**src/olad_pkg.sv**
```systemverilog
// Package with the shared constants, types and codes of the ordered list core.
`default_nettype none
package olad_pkg;

  localparam int DEPTH = 64;
  localparam int IDX_W = $clog2(DEPTH);
  localparam int CNT_W = $clog2(DEPTH + 1);
  localparam int VAL_W = 32;

  localparam logic [1:0] KIND_APPEND = 2'd0;
  localparam logic [1:0] KIND_DELETE = 2'd1;
  localparam logic [1:0] KIND_DUMP   = 2'd2;

  localparam logic [1:0] STATUS_OK       = 2'd0;
  localparam logic [1:0] STATUS_NOTFOUND = 2'd1;
  localparam logic [1:0] STATUS_FULL     = 2'd2;
  localparam logic [1:0] STATUS_EMPTY    = 2'd3;

  typedef enum logic [1:0] {
    ST_IDLE,
    ST_DELETE,
    ST_DUMP
  } state_t;

  typedef struct packed {
    logic append;
    logic load_match;
    logic del_commit;
    logic empty_rsp;
    logic dump_load;
    logic dump_step;
  } cmd_t;

  typedef struct packed {
    logic count_zero;
    logic dump_last;
  } sts_t;

endpackage
`default_nettype wire

```
**src/olad_ctrl.sv**
```systemverilog
// Controller state machine of the ordered list core.
`default_nettype none
module olad_ctrl (
  input  logic          clk,
  input  logic          rst,
  input  logic          start,
  input  logic [1:0]    kind,
  input  olad_pkg::sts_t sts,
  output olad_pkg::cmd_t cmd,
  output logic          busy
);
  import olad_pkg::*;

  state_t state;
  state_t state_next;

  always_ff @(posedge clk) begin
    if (rst) begin
      state <= ST_IDLE;
    end else begin
      state <= state_next;
    end
  end

  always_comb begin
    state_next = state;
    unique case (state)
      ST_IDLE: begin
        if (start && kind == KIND_DELETE) begin
          state_next = ST_DELETE;
        end else if (start && kind == KIND_DUMP && !sts.count_zero) begin
          state_next = ST_DUMP;
        end
      end
      ST_DELETE: begin
        state_next = ST_IDLE;
      end
      ST_DUMP: begin
        if (sts.dump_last) begin
          state_next = ST_IDLE;
        end
      end
      default: begin
        state_next = ST_IDLE;
      end
    endcase
  end

  always_comb begin
    cmd  = '0;
    busy = 1'b1;
    unique case (state)
      ST_IDLE: begin
        busy = 1'b0;
        if (start) begin
          unique case (kind)
            KIND_APPEND: cmd.append = 1'b1;
            KIND_DELETE: cmd.load_match = 1'b1;
            KIND_DUMP: begin
              if (sts.count_zero) begin
                cmd.empty_rsp = 1'b1;
              end else begin
                cmd.dump_load = 1'b1;
              end
            end
            default: cmd = '0;
          endcase
        end
      end
      ST_DELETE: begin
        cmd.del_commit = 1'b1;
      end
      ST_DUMP: begin
        cmd.dump_step = 1'b1;
      end
      default: begin
        cmd = '0;
      end
    endcase
  end

endmodule
`default_nettype wire

```
**config.mk**
```make
export PLATFORM = sky130hd
export DESIGN_NAME = olad_ctrl
export DESIGN_NICKNAME = d
export VERILOG_FILES = /design/src/olad_pkg.sv /design/src/olad_ctrl.sv
export SDC_FILE = /design/constraint.sdc
export NUM_CORES = 1
export LEC_CHECK = 0
export CORE_AREA = 2 2 39 41
export CTS_CLUSTER_SIZE = 10
export DETAILED_ROUTE_END_ITERATION = 8
export DIE_AREA = 0 0 41 43
export DONT_BUFFER_PORTS = 1
export GPL_TIMING_DRIVEN = 0
export PLACE_DENSITY = 0.3
export SLEW_MARGIN = 10
export SYNTH_ARGS = -nofsm -noshare
export SYNTH_HDL_FRONTEND = slang
export SYNTH_SLANG_ARGS = --single-unit
```
**constraint.sdc**
```tcl
create_clock -name clk -period 1.6 [get_ports clk]
set_input_delay 0.32 -clock clk [delete_from_list [all_inputs] [get_ports clk]]
set_output_delay 0.32 -clock clk [all_outputs]
set_load 0.05 [all_outputs]
```
==> summary.txt <==
Placed design
  • GP Congestion: 0.494
  • Post-DP HPWL: 334 µm
  • PortBufs: 0
  • Cells after DPL: 33

Timing
  • Tcrit/Tclk final: 120%
  • Fin Clk Skew: 0.00745 ns
  • Final hold violation count: 0
  • FMAX: 523 MHz
  • Slew @ Worst Pin: 0.558 ns
  • Final setup vio count: 4
  • Worst slew margin: 62.7%
  • Setup_tns: -0.840 ns
  • Fin worst setup slack: -0.312 ns
  • RSZ-0062 raised after global routing: yes
  • Min Tclk post-route: 1.91 ns
  • Hold WS: 0.168 ns
  • Slew Viols, Final: 0

Cells and area
  • Largest Register: state
  • Commonest non-fill, non-tap cell in the layout: clkbuf_4
  • Diodes inserted: 0
  • Commonest non-fill, non-tap cells in the layout: 3 x clkbuf_4, 2 x buf_6, 2 x buf_4
  • Final Non-Filler Cells: 39
  • Nets: 32
  • Regs by FF count: state (2)
  • Fin util: 18.9%
  • Number of flip-flops in the largest register: 2
  • Area growth syn-to-layout: 77.1%
  • Fraction of layout cells with a size suffix above 1: 65.2%

Floorplan
  • Starting density of the core: 10.7%
  • IO Count: 14
  • Core Rows: 14
  • Horiz. Die Dim: 41 µm
  • Die H: 43 µm
  • Die footprint: 1760 µm²
  • Core Region: 1380 µm²

Yosys
  • Syn Nets: 24
  • Yosys cell types: 15
  • Flops & latches, synth: 2
  • Cell Area, Synth: 148 µm²
  • Synth Instances: 17
  • Warnings from Yosys: 0
  • Register area share after synthesis: 27.1%
  • Avg Cell Area, Syn: 8.68 µm²

Drt
  • Routed WL per cell: 11.6 µm
  • DR pass1 iterations: 1
  • Vias: 153
  • Vias per inst: 3.92
  • DRC: 0
  • Final ANT Viol Nets: 0
  • Final WL: 452 µm
  • Initial drt markers: 0

Worst setup path
  • Crit path buffers/inverters: 0
  • Critical Path RT: 1.28 ns
  • Worst path slowest cell: or4b_4
  • Crit path max fanout: 4
  • Critical path arrival: 1.59 ns
  • R2R Setup Slk: 0.37 ns
  • CP Cell Sequence: or4b_4 > nor3b_4
  • CP delay by family, top: simple AND/OR/NAND/NOR gates
  • Reg2reg end: state[0]$_SDFFE_PP0P_
  • Slowest stage delay, CP: 0.54 ns
  • Launch point of the worst reg-to-reg path: state[0]$_SDFFE_PP0P_
  • CP Class: flip-flop to primary output
  • R2R depth: 4
  • Worst Setup End Kind: primary output
  • Startpoint Class: flip-flop

GRT
  • Vias in the first global route: 163
  • All-Layer GR Usage: 5.72%
  • First-pass GRT wire length: 607 µm
  • Pin count of the biggest net entering global routing: 7
  • GR Overflow Total: 0
  • Initial antenna violation count: 0

CTS
  • Worst-path clk slew: 0.03 ns
  • Clk sinks: 2
  • Clk_lat worst skew: 0.22 ns
  • Longest Clk Path Bufs: 2
  • Htree depth: 1
  • CTS tree: yes
  • CTS Hold Bufs: 0
  • Num CTS Buffers: 3
  • Clock Tree Root: clkbuf_4

Power
  • VDD IR max: 0.296 mV
  • Power Density: 824 nW/µm²
  • Static leakage: 0.0000990 µW

Hold path
  • Hold_sp: rst
  • WHS Endpoint: state[0]$_SDFFE_PP0P_
  • Hold depth: 1
  • Min-delay worst type: input pin to flip-flop

Status
  • Outcome: complete, but fails checks
  • Violated checks: negative setup slack

Job
  • MaxCap Viol Count: 0
[what timing repair did]
item | 4_1_cts | 5_1_grt
setup buffers | 2 | 1
gates resized for setup | 9 | 2
hold endpoints to repair | 0 | 0
endpoints found under the setup margin | 5 | 4
pin swaps | 4 | 4
[per-stage QoR]
| stage | worst slack, ns | total power [µW] | area [µm²] |
|---|---|---|---|
| floorplan | -0.0837 | 90.8 | 156 |
| global placement | -0.124 | 93.7 | 176 |
| detailed placement | -0.126 | 93.7 | 176 |
| CTS | -0.348 | 220 | 245 |
| global route | -0.360 | 228 | 262 |
| finish | -0.312 | 216 | 262 |
[kinds of logic (layout without fill, tap and decap cells)]
kind of cell,after synthesis,in the layout,synth area share (%)
AO/OA/AOI/OAI,1,1,5.93
buffers and inverters,1,7,5.09
flip-flops,2,2,27.1
AND/OR/NAND/NOR,13,13,61.9
[power by group]
part | switching, µW | internal, µW | leakage (µW)
Sequential | 1.36 | 51.7 | 0.0000167
Clock | 28.8 | 82.8 | 0.0000138
Combinational | 32.2 | 18.6 | 0.0000685
Total | 62.4 | 153 | 0.0000990
[final cells by class]
cell class / count / area, µm²
Sequential cell: 2 / 41.3
Timing Repair Buffer: 3 / 26.3
Clock buffer: 3 / 22.5
Buffer: 1 / 11.3
Tap cell: 16 / 20.0
Fill cell: 158 / 1120
Multi-Input combinational cell: 14 / 140
[how the worst max path moves through the flow]
stage,startpoint,to,cells past startpoint
after global placement,state[1]$_SDFFE_PP0P_,cmd[1],2
after detailed placement,state[1]$_SDFFE_PP0P_,cmd[1],2
after CTS,state[0]$_SDFFE_PP0P_,cmd[1],2
final,state[0]$_SDFFE_PP0P_,cmd[1],2
after global routing,state[0]$_SDFFE_PP0P_,cmd[1],2
after floorplan,state[1]$_SDFFE_PP0P_,cmd[1],2
[per-layer routing]
metal / track usage [%] / routed length [µm] / part of all wire (%)
met3: 6.28 / 63 / 14
met4: 2.00 / 0 / 0
met1: 4.81 / 175 / 39
met2: 8.44 / 213 / 47
met5: 0 / 0 / 0
[cell usage after synthesis (all sizes together)]
cell / count / area (µm²)
or4b: 1 / 13.8
nor4: 1 / 6.26
or2: 1 / 6.26
buf: 1 / 7.51
dfxtp: 2 / 40.0
nor2: 2 / 7.51
a22o: 1 / 8.76
nor3: 1 / 5.00
nand2: 1 / 3.75
and3: 1 / 6.26
nor3b: 2 / 20.0
nor4b: 1 / 8.76
and2b: 1 / 7.51
nor2b: 1 / 6.26
No activity file was read; power rests on OpenSTA's default activity.
